[src/sv/lldq_pkg.sv]
`timescale 1ns / 1ps

package lldq_pkg;

  localparam int unsigned CAPACITY = 16;
  localparam int unsigned IDX_W    = $clog2(CAPACITY);
  localparam int unsigned LINK_W   = $clog2(CAPACITY + 1);
  localparam int unsigned COUNT_W  = 5;

  localparam logic [LINK_W-1:0] LINK_NONE = LINK_W'(CAPACITY);

  localparam logic [2:0] OP_PUSH_FRONT = 3'd0;
  localparam logic [2:0] OP_PUSH_BACK  = 3'd1;
  localparam logic [2:0] OP_INSERT     = 3'd2;
  localparam logic [2:0] OP_POP_BACK   = 3'd3;
  localparam logic [2:0] OP_POP_FRONT  = 3'd4;

  localparam logic [1:0] ST_OK        = 2'd0;
  localparam logic [1:0] ST_EMPTY     = 2'd1;
  localparam logic [1:0] ST_NOT_FOUND = 2'd2;
  localparam logic [1:0] ST_FULL      = 2'd3;

  typedef struct packed {
    logic [2:0]         op;
    logic signed [31:0] value;
    logic signed [31:0] search_key;
  } lldq_in_t;

  typedef struct packed {
    logic [1:0]         status;
    logic signed [31:0] removed_value;
    logic [COUNT_W-1:0] count;
  } lldq_out_t;

  typedef struct packed {
    logic             pop;
    logic             push;
    logic [IDX_W-1:0] slot;
  } lldq_free_req_t;

  function automatic logic linked(input logic [LINK_W-1:0] l);
    return l < LINK_W'(CAPACITY);
  endfunction

endpackage

[src/sv/linked_list_deque_engine.sv]
// A refused or unknown command goes from input accept straight to the result state.
// A pop reads its node and unlinks it; a push writes the new node and links any neighbour;
// an insert after key searches, reading one node per cycle from the node memories.
// Throughput: one item at a time; the next item is taken the cycle after the result
// is loaded into the output register. Asynchronous active-low reset empties the list
// and refills the free list at once; the node memories need no clearing.
`timescale 1ns / 1ps

module linked_list_deque_engine (
  input  logic                clk_i,
  input  logic                rst_ni,
  input  logic                in_valid_i,
  output logic                in_stall_o,
  input  lldq_pkg::lldq_in_t  in_data_i,
  output logic                out_valid_o,
  input  logic                out_stall_i,
  output lldq_pkg::lldq_out_t out_data_o
);
  import lldq_pkg::*;

  localparam logic [2:0] S_IDLE = 3'd0;
  localparam logic [2:0] S_READ = 3'd1;
  localparam logic [2:0] S_EVAL = 3'd2;
  localparam logic [2:0] S_WR_A = 3'd3;
  localparam logic [2:0] S_WR_B = 3'd4;
  localparam logic [2:0] S_FIN  = 3'd5;

  logic [2:0]         state_q, state_d;
  logic [2:0]         op_q, op_d;
  logic signed [31:0] val_q, val_d;
  logic signed [31:0] key_q, key_d;
  logic [LINK_W-1:0]  cur_q, cur_d;
  logic [LINK_W-1:0]  after_q, after_d;
  logic [IDX_W-1:0]   n_q, n_d;
  logic [LINK_W-1:0]  steps_q, steps_d;
  logic [LINK_W-1:0]  head_q, head_d;
  logic [LINK_W-1:0]  tail_q, tail_d;
  logic [LINK_W-1:0]  total_q, total_d;
  logic [1:0]         status_q, status_d;
  logic signed [31:0] removed_q, removed_d;
  logic               out_valid_q, out_valid_d;
  lldq_out_t          out_data_q, out_data_d;

  logic signed [31:0] val_mem [CAPACITY];
  logic [LINK_W-1:0]  nxt_mem [CAPACITY];
  logic [LINK_W-1:0]  prv_mem [CAPACITY];
  logic signed [31:0] rd_val_q;
  logic [LINK_W-1:0]  rd_nxt_q;
  logic [LINK_W-1:0]  rd_prv_q;
  logic [IDX_W-1:0]   rd_addr;

  logic               val_we, nxt_we, prv_we;
  logic [IDX_W-1:0]   val_wa, nxt_wa, prv_wa;
  logic signed [31:0] val_wd;
  logic [LINK_W-1:0]  nxt_wd, prv_wd;

  lldq_free_req_t     free_req;
  logic [IDX_W-1:0]   free_top;
  logic [LINK_W-1:0]  free_total;
  logic               in_acc;
  logic               out_acc;
  logic [LINK_W-1:0]  steps_nx;
  logic [LINK_W-1:0]  new_link;

  lldq_free_stack u_free (
    .clk_i      (clk_i),
    .rst_ni     (rst_ni),
    .req_i      (free_req),
    .top_slot_o (free_top),
    .total_o    (free_total)
  );

  assign in_stall_o  = (state_q != S_IDLE);
  assign in_acc      = in_valid_i && !in_stall_o;
  assign out_acc     = out_valid_q && !out_stall_i;
  assign out_valid_o = out_valid_q;
  assign out_data_o  = out_data_q;
  assign steps_nx    = steps_q + LINK_W'(1);
  assign new_link    = {{(LINK_W - IDX_W){1'b0}}, n_q};
  assign rd_addr     = (state_q == S_READ) ? cur_q[IDX_W-1:0] : rd_nxt_q[IDX_W-1:0];

  always_comb begin
    state_d     = state_q;
    op_d        = op_q;
    val_d       = val_q;
    key_d       = key_q;
    cur_d       = cur_q;
    after_d     = after_q;
    n_d         = n_q;
    steps_d     = steps_q;
    head_d      = head_q;
    tail_d      = tail_q;
    total_d     = total_q;
    status_d    = status_q;
    removed_d   = removed_q;
    out_valid_d = out_valid_q && !out_acc;
    out_data_d  = out_data_q;
    val_we      = 1'b0;
    val_wa      = n_q;
    val_wd      = val_q;
    nxt_we      = 1'b0;
    nxt_wa      = n_q;
    nxt_wd      = LINK_NONE;
    prv_we      = 1'b0;
    prv_wa      = n_q;
    prv_wd      = LINK_NONE;
    free_req    = '0;
    free_req.slot = cur_q[IDX_W-1:0];

    case (state_q)
      S_IDLE: begin
        if (in_acc) begin
          op_d      = in_data_i.op;
          val_d     = in_data_i.value;
          key_d     = in_data_i.search_key;
          status_d  = ST_OK;
          removed_d = '0;
          steps_d   = '0;
          state_d   = S_FIN;
          case (in_data_i.op)
            OP_PUSH_FRONT, OP_PUSH_BACK: begin
              if (free_total == '0) begin
                status_d = ST_FULL;
              end else begin
                state_d = S_WR_A;
              end
            end
            OP_INSERT: begin
              if (free_total == '0) begin
                status_d = ST_FULL;
              end else if (!linked(head_q)) begin
                op_d    = OP_PUSH_BACK;
                state_d = S_WR_A;
              end else begin
                cur_d   = head_q;
                state_d = S_READ;
              end
            end
            OP_POP_BACK: begin
              if (!linked(tail_q)) begin
                status_d = ST_EMPTY;
              end else begin
                cur_d   = tail_q;
                state_d = S_READ;
              end
            end
            OP_POP_FRONT: begin
              if (!linked(head_q)) begin
                status_d = ST_EMPTY;
              end else begin
                cur_d   = head_q;
                state_d = S_READ;
              end
            end
            default: begin
              state_d = S_FIN;
            end
          endcase
        end
      end
      S_READ: begin
        state_d = S_EVAL;
      end
      S_EVAL: begin
        case (op_q)
          OP_INSERT: begin
            if (rd_val_q == key_q) begin
              state_d = S_WR_A;
              after_d = rd_nxt_q;
              if (cur_q == tail_q || !linked(rd_nxt_q)) begin
                op_d = OP_PUSH_BACK;
              end
            end else if (steps_nx < LINK_W'(CAPACITY) && linked(rd_nxt_q)) begin
              cur_d   = rd_nxt_q;
              steps_d = steps_nx;
            end else begin
              status_d = ST_NOT_FOUND;
              state_d  = S_FIN;
            end
          end
          OP_POP_BACK: begin
            removed_d     = rd_val_q;
            free_req.push = 1'b1;
            if (total_q != '0) begin
              total_d = total_q - LINK_W'(1);
            end
            if (cur_q == head_q || !linked(rd_prv_q)) begin
              head_d = LINK_NONE;
              tail_d = LINK_NONE;
            end else begin
              nxt_we = 1'b1;
              nxt_wa = rd_prv_q[IDX_W-1:0];
              nxt_wd = LINK_NONE;
              tail_d = rd_prv_q;
            end
            state_d = S_FIN;
          end
          default: begin
            removed_d     = rd_val_q;
            free_req.push = 1'b1;
            if (total_q != '0) begin
              total_d = total_q - LINK_W'(1);
            end
            if (cur_q == tail_q || !linked(rd_nxt_q)) begin
              head_d = LINK_NONE;
              tail_d = LINK_NONE;
            end else begin
              prv_we = 1'b1;
              prv_wa = rd_nxt_q[IDX_W-1:0];
              prv_wd = LINK_NONE;
              head_d = rd_nxt_q;
            end
            state_d = S_FIN;
          end
        endcase
      end
      S_WR_A: begin
        free_req.pop = 1'b1;
        n_d          = free_top;
        total_d      = total_q + LINK_W'(1);
        val_we       = 1'b1;
        val_wa       = free_top;
        val_wd       = val_q;
        nxt_we       = 1'b1;
        nxt_wa       = free_top;
        prv_we       = 1'b1;
        prv_wa       = free_top;
        state_d      = S_FIN;
        case (op_q)
          OP_PUSH_FRONT: begin
            prv_wd = LINK_NONE;
            nxt_wd = head_q;
            cur_d  = head_q;
            head_d = {{(LINK_W - IDX_W){1'b0}}, free_top};
            if (linked(head_q)) begin
              state_d = S_WR_B;
            end else begin
              tail_d = {{(LINK_W - IDX_W){1'b0}}, free_top};
            end
          end
          OP_PUSH_BACK: begin
            nxt_wd = LINK_NONE;
            prv_wd = tail_q;
            cur_d  = tail_q;
            tail_d = {{(LINK_W - IDX_W){1'b0}}, free_top};
            if (linked(tail_q)) begin
              state_d = S_WR_B;
            end else begin
              head_d = {{(LINK_W - IDX_W){1'b0}}, free_top};
            end
          end
          default: begin
            prv_wd  = cur_q;
            nxt_wd  = after_q;
            state_d = S_WR_B;
          end
        endcase
      end
      S_WR_B: begin
        state_d = S_FIN;
        case (op_q)
          OP_PUSH_FRONT: begin
            prv_we = 1'b1;
            prv_wa = cur_q[IDX_W-1:0];
            prv_wd = new_link;
          end
          OP_PUSH_BACK: begin
            nxt_we = 1'b1;
            nxt_wa = cur_q[IDX_W-1:0];
            nxt_wd = new_link;
          end
          default: begin
            nxt_we = 1'b1;
            nxt_wa = cur_q[IDX_W-1:0];
            nxt_wd = new_link;
            prv_we = 1'b1;
            prv_wa = after_q[IDX_W-1:0];
            prv_wd = new_link;
          end
        endcase
      end
      S_FIN: begin
        if (!out_valid_q || !out_stall_i) begin
          out_valid_d              = 1'b1;
          out_data_d.status        = status_q;
          out_data_d.removed_value = removed_q;
          out_data_d.count         = COUNT_W'(total_q);
          state_d                  = S_IDLE;
        end
      end
      default: begin
        state_d = S_IDLE;
      end
    endcase
  end

  always_ff @(posedge clk_i or negedge rst_ni) begin
    if (!rst_ni) begin
      state_q     <= S_IDLE;
      head_q      <= LINK_NONE;
      tail_q      <= LINK_NONE;
      total_q     <= '0;
      out_valid_q <= 1'b0;
    end else begin
      state_q     <= state_d;
      head_q      <= head_d;
      tail_q      <= tail_d;
      total_q     <= total_d;
      out_valid_q <= out_valid_d;
    end
  end

  always_ff @(posedge clk_i) begin
    op_q       <= op_d;
    val_q      <= val_d;
    key_q      <= key_d;
    cur_q      <= cur_d;
    after_q    <= after_d;
    n_q        <= n_d;
    steps_q    <= steps_d;
    status_q   <= status_d;
    removed_q  <= removed_d;
    out_data_q <= out_data_d;
  end

  always_ff @(posedge clk_i) begin
    if (val_we) begin
      val_mem[val_wa] <= val_wd;
    end
    if (nxt_we) begin
      nxt_mem[nxt_wa] <= nxt_wd;
    end
    if (prv_we) begin
      prv_mem[prv_wa] <= prv_wd;
    end
    rd_val_q <= val_mem[rd_addr];
    rd_nxt_q <= nxt_mem[rd_addr];
    rd_prv_q <= prv_mem[rd_addr];
  end

`ifndef SYNTHESIS
  a_pool_balance: assert property (@(posedge clk_i) disable iff (!rst_ni)
    ({1'b0, total_q} + {1'b0, free_total}) == (LINK_W + 1)'(CAPACITY))
    else $error("Node count and free count do not add up to the capacity.");

  a_empty_ends: assert property (@(posedge clk_i) disable iff (!rst_ni)
    (head_q == LINK_NONE) == (total_q == '0) && (tail_q == LINK_NONE) == (total_q == '0))
    else $error("Head or tail disagrees with the node count.");

  a_search_bound: assert property (@(posedge clk_i) disable iff (!rst_ni)
    (state_q == S_EVAL && op_q == OP_INSERT) |-> steps_q < LINK_W'(CAPACITY))
    else $error("Key search ran past the capacity.");

  a_no_pop_empty_pool: assert property (@(posedge clk_i) disable iff (!rst_ni)
    free_req.pop |-> free_total != '0)
    else $error("Slot taken from an empty free list.");
`endif

endmodule

[src/sv/lldq_free_stack.sv]
`timescale 1ns / 1ps

module lldq_free_stack (
  input  logic                         clk_i,
  input  logic                         rst_ni,
  input  lldq_pkg::lldq_free_req_t     req_i,
  output logic [lldq_pkg::IDX_W-1:0]   top_slot_o,
  output logic [lldq_pkg::LINK_W-1:0]  total_o
);
  import lldq_pkg::*;

  logic [IDX_W-1:0]  slots_q [CAPACITY];
  logic [LINK_W-1:0] total_q;
  logic [LINK_W-1:0] top_pos;

  assign top_pos    = total_q - LINK_W'(1);
  assign top_slot_o = slots_q[top_pos[IDX_W-1:0]];
  assign total_o    = total_q;

  always_ff @(posedge clk_i or negedge rst_ni) begin
    if (!rst_ni) begin
      for (int i = 0; i < CAPACITY; i++) begin
        slots_q[i] <= IDX_W'(i);
      end
      total_q <= LINK_W'(CAPACITY);
    end else if (req_i.pop && total_q != '0) begin
      total_q <= top_pos;
    end else if (req_i.push && total_q < LINK_W'(CAPACITY)) begin
      slots_q[total_q[IDX_W-1:0]] <= req_i.slot;
      total_q <= total_q + LINK_W'(1);
    end
  end

endmodule

[config.mk]
export PLATFORM = sky130hd
export DESIGN_NAME = linked_list_deque_engine
export DESIGN_NICKNAME = d
export VERILOG_FILES = /design/src/sv/lldq_pkg.sv /design/src/sv/linked_list_deque_engine.sv /design/src/sv/lldq_free_stack.sv
export SDC_FILE = /design/constraint.sdc
export NUM_CORES = 1
export LEC_CHECK = 0
export BUFFER_PORTS_ARGS = -buffer_cell sky130_fd_sc_hd__buf_2
export CORE_MARGIN = 4
export CORE_UTILIZATION = 45
export CTS_BUF_LIST = sky130_fd_sc_hd__clkbuf_8
export DETAILED_ROUTE_END_ITERATION = 12
export RECOVER_POWER = 100
export SYNTH_ARGS = -nofsm -noshare
export SYNTH_HDL_FRONTEND = slang
export SYNTH_HIERARCHICAL = 1
export SYNTH_SLANG_ARGS = --single-unit
[constraint.sdc]
create_clock -name clk_i -period 12.5 [get_ports clk_i]
set_input_delay 0.625 -clock clk_i [delete_from_list [all_inputs] [get_ports clk_i]]
set_output_delay 0.625 -clock clk_i [all_outputs]
set_load 0.01 [all_outputs]
**Word-level counts from Yosys, hierarchy flattened**

Memory sizes are Yosys's and may differ from the RTL's. A register that Yosys moved wholly into a read port is not among the register bits.
Cells that the tools add are included.

- Bits in read-only memories: 0
- Memories: 3
- Input bits: 71
- Register bits: 247
- Bits in latches: 0
- Output and inout port bits: 41
- Bits in writable memories: 672
- Word-level logic and storage cells: 239

- $add $sub $neg: 5
- Equal/unequal tests: 34
- Order comparisons: 9
- Mux-type cells: 108
- Divide/modulo/power cells: 0
- Multiply operators: 0
- Bitwise gates (word level): 3
- Reduce and logical (&&, ||, !) cells: 43
- Shift operators: 0

Memory list:

| memory | words | bits a word | read ports | clocked after memory_dff | write ports | RTL line | source |
|---|---|---|---|---|---|---|---|
| val_mem | 16 | 32 | 1 | 1 | 1 | linked_list_deque_engine.sv:44 | `logic signed [31:0] val_mem [CAPACITY];` |
| nxt_mem | 16 | 5 | 1 | 1 | 1 | linked_list_deque_engine.sv:45 | `logic [LINK_W-1:0] nxt_mem [CAPACITY];` |
| prv_mem | 16 | 5 | 1 | 1 | 1 | linked_list_deque_engine.sv:46 | `logic [LINK_W-1:0] prv_mem [CAPACITY];` |

Operators by type and width:

| kind | count |
|---|---|
| $pmux W5 S2 | 13 |
| $mux W5 | 23 |
| $bwmux W64 | 1 |
| $mux W32 | 2 |
| $pmux W32 S2 | 1 |
| $mux W3 | 16 |
| $mux W4 | 10 |
| $eq A32 B32 Y1 | 1 |
| $lt A5 B5 Y1 const B | 6 |
| $pmux W5 S3 | 2 |
| $reduce_and A5 Y1 | 5 |
| $pmux W4 S3 | 2 |
| $mux W1 | 21 |
| $eq A3 B2 Y1 const B | 6 |
| $ne A2 B2 Y1 const B | 9 |
| $ne A3 B3 Y1 const B | 6 |
| $pmux W3 S6 | 1 |
| $bmux W4 S4 | 1 |
| $demux W4 S4 | 1 |
| $add A5 B1 Y5 const B | 3 |
| $mux W2 | 6 |
| $pmux W3 S2 | 2 |
| $pmux W3 S4 | 1 |
| $reduce_and A3 Y1 | 4 |
| other kinds (28) | 59 |

**Longest topological paths before layout**

Gate-level depths: netlist (run 1).

- Word-level depth: 8
- Mapped depth: 19
- Mapped depth without buffers: 12

**Hierarchy**

Netlist (run 1), hierarchy kept.

By module, submodules not included:

| module | area each (um2) | cells each | sequential area each (um2) | instances |
|---|---|---|---|---|
| linked_list_deque_engine | 34375.5 | 1774 | 26232.7 | 1 |
| lldq_free_stack | 3432.0 | 261 | 1767.9 | 1 |

**Worst setup path before layout (run 1)**

No wires, ideal clock.

- Kind: flip-flop to flip-flop
- From: register u_free.total_q[0], in the netlist u_free/total_o[0]
- To: memory val_mem[3][0] (enable)
- Period minus slack after synthesis: 6.520 ns
- Path buffers: 5
- Slack: 5.980 ns
- Cell stages (with the launch flop): 14
- Arrival: 6.007 ns
- Setup time: 0.513 ns
- Cells stage by stage: dfrtp_1 > buf_2 > buf_2 > inv_1 > ha_1 > buf_2 > clkbuf_1 > nor2_1 > a221oi_1 > a32o_1 > clkbuf_1 > nand2_1 > nand2_1 > nor4b_1

- Word-level cells in the longest chain between the ends: 6

RTL lines:

| what | RTL line | source |
|---|---|---|
| start: declaration | lldq_free_stack.sv:13 | `logic [LINK_W-1:0] total_q;` |
| start signal: assignment | lldq_free_stack.sv:25 | `total_q <= LINK_W'(CAPACITY);` |
| start signal: assignment | lldq_free_stack.sv:27 | `total_q <= top_pos;` |
| start signal: assignment | lldq_free_stack.sv:30 | `total_q <= total_q + LINK_W'(1);` |
| $sub A5 B1 Y5 | lldq_free_stack.sv:16 | `assign top_pos = total_q - LINK_W'(1);` |
| net u_free.top_pos[0] | lldq_free_stack.sv:14 | `logic [LINK_W-1:0] top_pos;` |
| $not A4 Y5 (implied by the code) | lldq_free_stack.sv:17 | `assign top_slot_o = slots_q[top_pos[IDX_W-1:0]];` |
| $bmux W4 S4 | lldq_free_stack.sv:17 |  |
| $mux W4 (implied by the code) (2 in a row) | lldq_free_stack.sv:17 |  |
| net free_top[1] | linked_list_deque_engine.sv:58 | `logic [IDX_W-1:0] free_top;` |
| $mux W4 | -- |  |
| end: declaration | linked_list_deque_engine.sv:44 |  |

The timed path passes the listed nets, and every way through them passes these cells. The select of a mux whose other input is x is not followed.

**Worst setup path in the final report (run 1)**

- From: register state_q[0]
- To: register rd_val_q[22] (read register of val_mem)

- Word-level cells in the longest chain between the ends: 2

RTL lines:

| what | RTL line | source |
|---|---|---|
| start: declaration | linked_list_deque_engine.sv:28 | `logic [2:0] state_q, state_d;` |
| start signal: assignment | linked_list_deque_engine.sv:305 | `state_q <= state_d;` |
| $eq A3 B1 Y1 | linked_list_deque_engine.sv:80 | `assign rd_addr = (state_q == S_READ) ? cur_q[IDX_W-1:0] : rd_nxt_q[IDX_W-1:0];` |
| $mux W4 | linked_list_deque_engine.sv:80 |  |
| end: declaration | linked_list_deque_engine.sv:47 | `logic signed [31:0] rd_val_q;` |

Every way passes these cells.
A chain may end at the register's enable or synchronous reset.

==> flow_summary.toml, run 1 <==
[status]
status = "finished with violations"
violations = "max-capacitance violations, max-slew violations"

[placement]
gp_congestion = 0.873
io_buffers = 111
dp_slack_ns = 6.92
dpl.hpwl_um = 49700

[global_routing]
grt_pass1_vias = 20600
overflow = 0
grt_pass1_wl_um = 131000
grt_max_degree = 89
grt.total_usage_pct = 19.9
antenna_found_initial = 1

[route]
met1Wirelength_um = 38100
drc = 0
wire_per_inst_um = 25.1
antenna_left = 0
drt_iter0_drc = 1891
wl_met2_um = 41400
met3_wirelength_um = 6610
first_pass_iters = 5
vias_per_cell = 5.72
drt-total-wl_um = 88100
dr.max_layer_used = "met4"
num_vias = 20100

[finish]
final_nets = 2386
drive_above_1_share_pct = 23.3
mostFrequentLayoutCells = "edfxtp_1, mux4_2, clkbuf_8"
final_common_cell = "edfxtp_1"
area_growth_pct = 13.9

[sta]
finalCritPeriodShare_pct = 69.6
fin_tns_setup_ns = 0
finalClockSkew_ns = 0.0659
hold_viol = 0
rsz0062_at_grt = "no"
worst_pin_slew_ns = 4.91
fin_ws_ns = 3.80
slew_viol_final = 941
timing.fmax_mhz = 115
relSlewSlack_pct = -227
min_period_ns = 8.70
setup_viol = 0

[power]
combPwrFrac_pct = 31.4
seqPwrFrac_pct = 43.8
p_leak_uw = 0.0145
ir_worst_vdd_mv = 0.173
power_density_mw_per_mm2 = 241
pwr-share-clk_pct = 24.8
power.internal_uw = 6840
power.switching_uw = 3550
switching_share_pct = 34.2

[synthesis]
synth_ff_type = "edfxtp_1"
ys_seq_elements = 961
ys_seq_area_share_pct = 74.1
yosysTopAreaCellShare_pct = 65.7
synth_area_leader_cell = "edfxtp_1"
async_flop_share_pct = 9.16
syn-num-nets = 2116
synth.area.top_cells = "edfxtp_1, mux4_2, dfrtp_1"
netlist_area_mm2 = 0.0378
syn_area_per_cell_um2 = 18.6
synthCells = 2035
synth_warnings = 6
synth_edf_count = 827
synthDistinctLibCells = 77

[cts]
cts.sinks = 961
ctsHoldBuffers = 61
cts_htree_levels = 4
cts_repair_resize_count = 0
numCtsBuffers = 158
clockRootBuffer = "clkbuf_8"
clock_path_buffers = 3
clock_latency_ns = 0.85
clk_pin_slew_ns = 0.06
cts_tree = "done"
cts_setup_buffers = 0

[die]
ios = 112
start_util_pct = 45.3
core_area_mm2 = 0.0834
rows = 106
dieArea_mm2 = 0.0887
dieHeight_um = 298
die_x_um = 298

[worst_setup_path]
cp-start-kind = "register"
required_ns = 13.09
worstSetupPathType = "reg2reg"
end_kind = "register"
arrival_ns = 9.29
cp_max_fo = 73

[worst_hold_path]
hp-class = "in2reg"

[flow_run]
cap_violations = 26
## cell usage after synthesis, types with 6 or more instances
cell / number
edfxtp_1: 827
mux4_2: 176
nand2_1: 147
a22oi_1: 93
mux2_2: 75
nor2_1: 60
clkbuf_1: 56
dfrtp_1: 53
dfxtp_1: 46
xnor2_1: 44
and2_1: 41
dfstp_2: 35
buf_2: 32
a21oi_1: 27
mux2i_1: 27
nor3_1: 27
o21ai_0: 27
nor3b_1: 20
nand3_1: 19
nand4_1: 15
inv_1: 12
nand2b_1: 10
xor2_1: 10
buf_4: 9
ha_1: 9
buf_1: 8
a31oi_1: 7
nor2b_1: 7
or3_1: 7
a21o_1: 6
o211ai_1: 6
## layer usage
| metal | up-vias | track usage [%] |
|---|---|---|
| li1 | 8738 | - |
| met1 | 10300 | 28.4 |
| met2 | 865 | 30.9 |
| met3 | 148 | 4.69 |
| met4 | 0 | 5.87 |
| met5 | - | 0 |
## flip-flops by register name (all words and copies together) (netlist names), 32 cells and up
name,count
val_mem,512
nxt_mem,80
prv_mem,80
u_free/slots_q,64
out_data_o,39
key_q,32
rd_val_q,32
removed_q,32
val_q,32
## area by class of cell
type | count | area (µm²)
clock inverters | 116 | 632
fillers | 6743 | 40400
inverters | 13 | 48.8
diodes | 1 | 2.50
clock buffers | 174 | 2390
well taps | 1080 | 1350
multi-input cells | 956 | 9340
flip-flops and latches | 961 | 28000
repair buffers | 215 | 1300
## worst paths after layout
check	from	end	slack (ns)	cells after the start
worst min register to register	removed_q[1]	out_data_o[6]	0.42	0
worst min-delay path	out_stall_i	out_valid_o	0.09	3
worst max register to register	state_q[0]	rd_val_q[22]	3.80	8
min in group asynchronous	rst_ni	u_free/slots_q[22]	2.06	2
worst max-delay path	state_q[0]	rd_val_q[22]	3.80	8
max in group asynchronous	rst_ni	u_free/slots_q[12]	7.82	2
## metrics by stage
step | util, % | total power, µW | hold WS (ns) | instances | cell area [µm²]
detailed placement | 47.7 | 7830 | 0.405 | 3164 | 39800
finish | 51.6 | 10400 | 0.0907 | 3516 | 43100
global placement | 47.7 | 7770 | 0.405 | 3164 | 39800
CTS | 52.0 | 10400 | 0.00127 | 3515 | 43400
floorplan | - | 6750 | 0.329 | 2035 | 37800
global route | 51.6 | 10900 | 0.0743 | 3516 | 43100
## power by group through the flow
| stage | clock network, µW | registers [µW] | logic (µW) |
|---|---|---|---|
| 6_report | 2570 | 4550 | 3260 |
| 5_1_grt | 2810 | 4600 | 3540 |
| 4_1_cts | 2650 | 4530 | 3250 |
| 3_5_place_dp | 0 | 4590 | 3230 |
| 3_3_place_gp | 0 | 4570 | 3190 |
| 2_1_floorplan | 0 | 4360 | 2390 |
## critical path, stage by stage (launching register included)
cell and delay [ns]:
dfrtp_1 0.32, clkbuf_1 1.02, nor3b_1 0.95, mux2i_1 0.70, clkbuf_1 3.46, buf_4 1.00
mux4_2 0.40, a22oi_1 0.22, nand2_1 0.27
## kinds of logic (layout without fill, tap and decap cells)
logic type / Yosys count / in the layout / share of synthesized area, %
buf+inv: 118 / 518 / 1.37
compound gates: 221 / 221 / 4.29
xor+xnor: 54 / 54 / 1.25
simple gates: 393 / 393 / 5.25
fa+ha+maj: 10 / 10 / 0.351
other cells: 0 / 1 / 0
flops: 961 / 961 / 74.1
mux: 278 / 278 / 13.4
Note: power is estimated with default switching activity, not from simulation.
==> run 2: changes to the inputs <==
- ABC_AREA: unset -> 1
- clock period: 12.5 -> 7.85 ns (I/O delays scaled with it)
==> run 2 against run 1 <==
The run ends with antenna violations, max-capacitance violations, max-slew violations left; combinational power increased by 110%; clock skew down 0.015 ns; sequential share of layout area down 0.93 points; synthesized cell count up 55%; highest routed layer unchanged; first-iteration DRC count is 33% higher; final cell count up 32%; sequential power up 57%; maximum frequency is 41% higher; register-to-register slack worse by 2.1 ns; non-clock buffer count decreased by 1; critical path type unchanged; flip-flop and latch count did not move; wire length up 12%.
==> flow_summary.toml, run 2 <==
[global_routing]
antenna_found_initial = 5
overflow = 0
grt_pass1_vias = 25300
grt.total_usage_pct = 21.5
grt_max_degree = 183
grt_pass1_wl_um = 150000

[finish]
final_nets = 3449
top_register = "val_mem"
reg.largest.list = "val_mem: 512 flops, nxt_mem: 80 flops, prv_mem: 80 flops"
area_growth_pct = 12.5
largest_reg_flops = 512
mostFrequentLayoutCells = "edfxtp_1, nor2_1, o21ai_0"
final_area_mm2 = 0.0437
drive_above_1_share_pct = 10.2
final_common_cell = "edfxtp_1"

[placement]
dpl.hpwl_um = 58100
dpl-instance-area_mm2 = 0.0404
io_buffers = 111
dp_slack_ns = 2.87
gp_congestion = 0.900

[worst_hold_path]
hp-class = "in2reg"

[power]
power_density_mw_per_mm2 = 410
ir_worst_vdd_mv = 0.368
power_uw = 17900
p_leak_uw = 0.0153

[route]
antenna_left = 1
drt-total-wl_um = 98500
num_vias = 25700
drt_iter0_drc = 2518
first_pass_iters = 6
wire_per_inst_um = 21.2
drc = 0
vias_per_cell = 5.52

[worst_setup_path]
worstSetupPathType = "reg2reg"
arrival_ns = 6.82
cp_max_fo = 77
path_buf_inv = 3
cp-start-kind = "register"
cp_slowest_cell = "clkbuf_1"
r2r_setup_slack_ns = 1.69
path_cells = "inv_1 > nand3_4 > o21ai_0 > clkbuf_2 > clkbuf_1 > o21ai_0 > o211ai_1 > o211ai_1 > nand2_1"
required_ns = 8.51
max_stage_delay_ns = 2.43
end_kind = "register"
crit_family = "buffers and inverters"

[synthesis]
ys_seq_area_share_pct = 72.1
syn-num-nets = 3241
netlist_area_mm2 = 0.0388
synth_edf_count = 827
yosys-mux-area-fraction_pct = 0
synth_xor_area_share_pct = 0.806
ys_seq_elements = 961
synth-compound-area-share_pct = 11.1
synth_warnings = 6
synth_commonest_cells = "edfxtp_1, nor2_1, o21ai_0, nand2_1, inv_1"
synthDistinctLibCells = 48
synthSimpleGateAreaFrac_pct = 11.6
synth_top_family_by_area = "simple AND/OR/NAND/NOR gates"
synth_ff_type = "edfxtp_1"
post-synth-top-count-cell = "edfxtp_1"
synth.area.top_cells = "edfxtp_1, nor2_1, o21ai_0"
synth_area_leader_cell = "edfxtp_1"
syn_area_per_cell_um2 = 12.3
synthAdderAreaFrac_pct = 0.342
async_flop_share_pct = 9.16
yosysTopAreaCellShare_pct = 64.0
synthCells = 3160

[sta]
finalCritPeriodShare_pct = 78.5
slew_viol_final = 748
relSlewSlack_pct = -213
fin_tns_setup_ns = 0
timing.fmax_mhz = 162
hold_viol = 0
finalClockSkew_ns = 0.0510
setup_viol = 0
fin_ws_ns = 1.69
rsz0062_at_grt = "no"
min_period_ns = 6.16
worst_pin_slew_ns = 4.70

[cts]
clockRootBuffer = "clkbuf_8"
clock_path_buffers = 3
cts.sinks = 961
cts_tree = "done"
clk_pin_slew_ns = 0.06
clock_latency_ns = 0.82
numCtsBuffers = 154
cts_setup_buffers = 0
cts_htree_levels = 4
cts_repair_resize_count = 0

[status]
status = "finished with violations"
violations = "antenna violations, max-capacitance violations, max-slew violations"

[die]
dieArea_mm2 = 0.0910
rows = 107
die_x_um = 302
core_area_mm2 = 0.0854
start_util_pct = 45.5
dieHeight_um = 302
ios = 112

[flow_run]
cap_violations = 20
## run 2: cell types whose count changed in the layout (fill, tap and decap cells not counted), moves of 73 or more
cell | before | now
o21ai_0 | 30 | 406
o221ai_1 | 3 | 82
o211ai_1 | 6 | 101
mux2_2 | 73 | 0
nand2_1 | 147 | 366
mux4_2 | 176 | 0
nor2_1 | 47 | 512
nand3_1 | 19 | 144
a22oi_1 | 93 | 0
inv_1 | 74 | 239
## run 2: power by group
group	leakage [µW]	switching [µW]	internal, µW
clock	0.00170	1990	2010
combinational	0.00467	4940	1830
sequential	0.00895	550	6590
total	0.0153	7480	10400
## run 2: routing by layer
layer	part of all wire, %	global-route usage [%]
met1	45	31.0
met2	45	32.6
met3	8.0	4.92
met4	2.2	6.97
met5	0	0
## run 2: worst register-to-register path: cells and delay by family, from the launching register on
family / cells / cell delay [ns]
DFF: 1 / 0.41
and+or+nand+nor: 2 / 0.61
AOI/OAI and AO/OA: 4 / 1.36
buffers and inverters: 3 / 3.68
## run 2: cells by family (layout without fill, tap and decap cells)
logic type / Yosys count / count (layout)
simple gates: 1088 / 1088
flops: 961 / 961
compound gates: 716 / 716
buf+inv: 351 / 690
xor+xnor: 34 / 34
fa+ha+maj: 10 / 10
other cells: 0 / 7
## run 2: final timing paths
path                                    start                  to  depth (start not counted)
worst min register to register  removed_q[18]      out_data_o[23]                          0
max in group asynchronous              rst_ni          state_q[2]                          2
worst max register to register     state_q[2]        rd_val_q[31]                          9
worst max-delay path               state_q[2]        rd_val_q[31]                          9
worst min-delay path               in_valid_i          state_q[0]                          5
min in group asynchronous              rst_ni  u_free/slots_q[18]                          2
## run 2: area by class of cell
type | count | area (µm²)
fill | 7440 | 41700
sequential | 961 | 28000
multi-input combinational | 1848 | 9230
clock buffer | 166 | 2280
tap | 1144 | 1430
timing repair buffer | 214 | 1390
inverter | 189 | 721
clock inverter | 121 | 616
antenna | 7 | 17.5
## run 2: repair_timing
| item | in CTS | in global routing |
|---|---|---|
| hold buffers | 69 | 0 |
| setup endpoints to repair | 0 | 0 |
| hold endpoints to repair | 122 | 0 |
## run 2: stage by stage
step	std cells	util, %	hold WS (ns)
finish	4650	51.2	0.129
CTS	4643	51.5	0.0328
detailed placement	4287	47.3	0.405
global route	4645	51.1	0.113
global placement	4287	47.3	0.400
floorplan	3160	-	0.0969
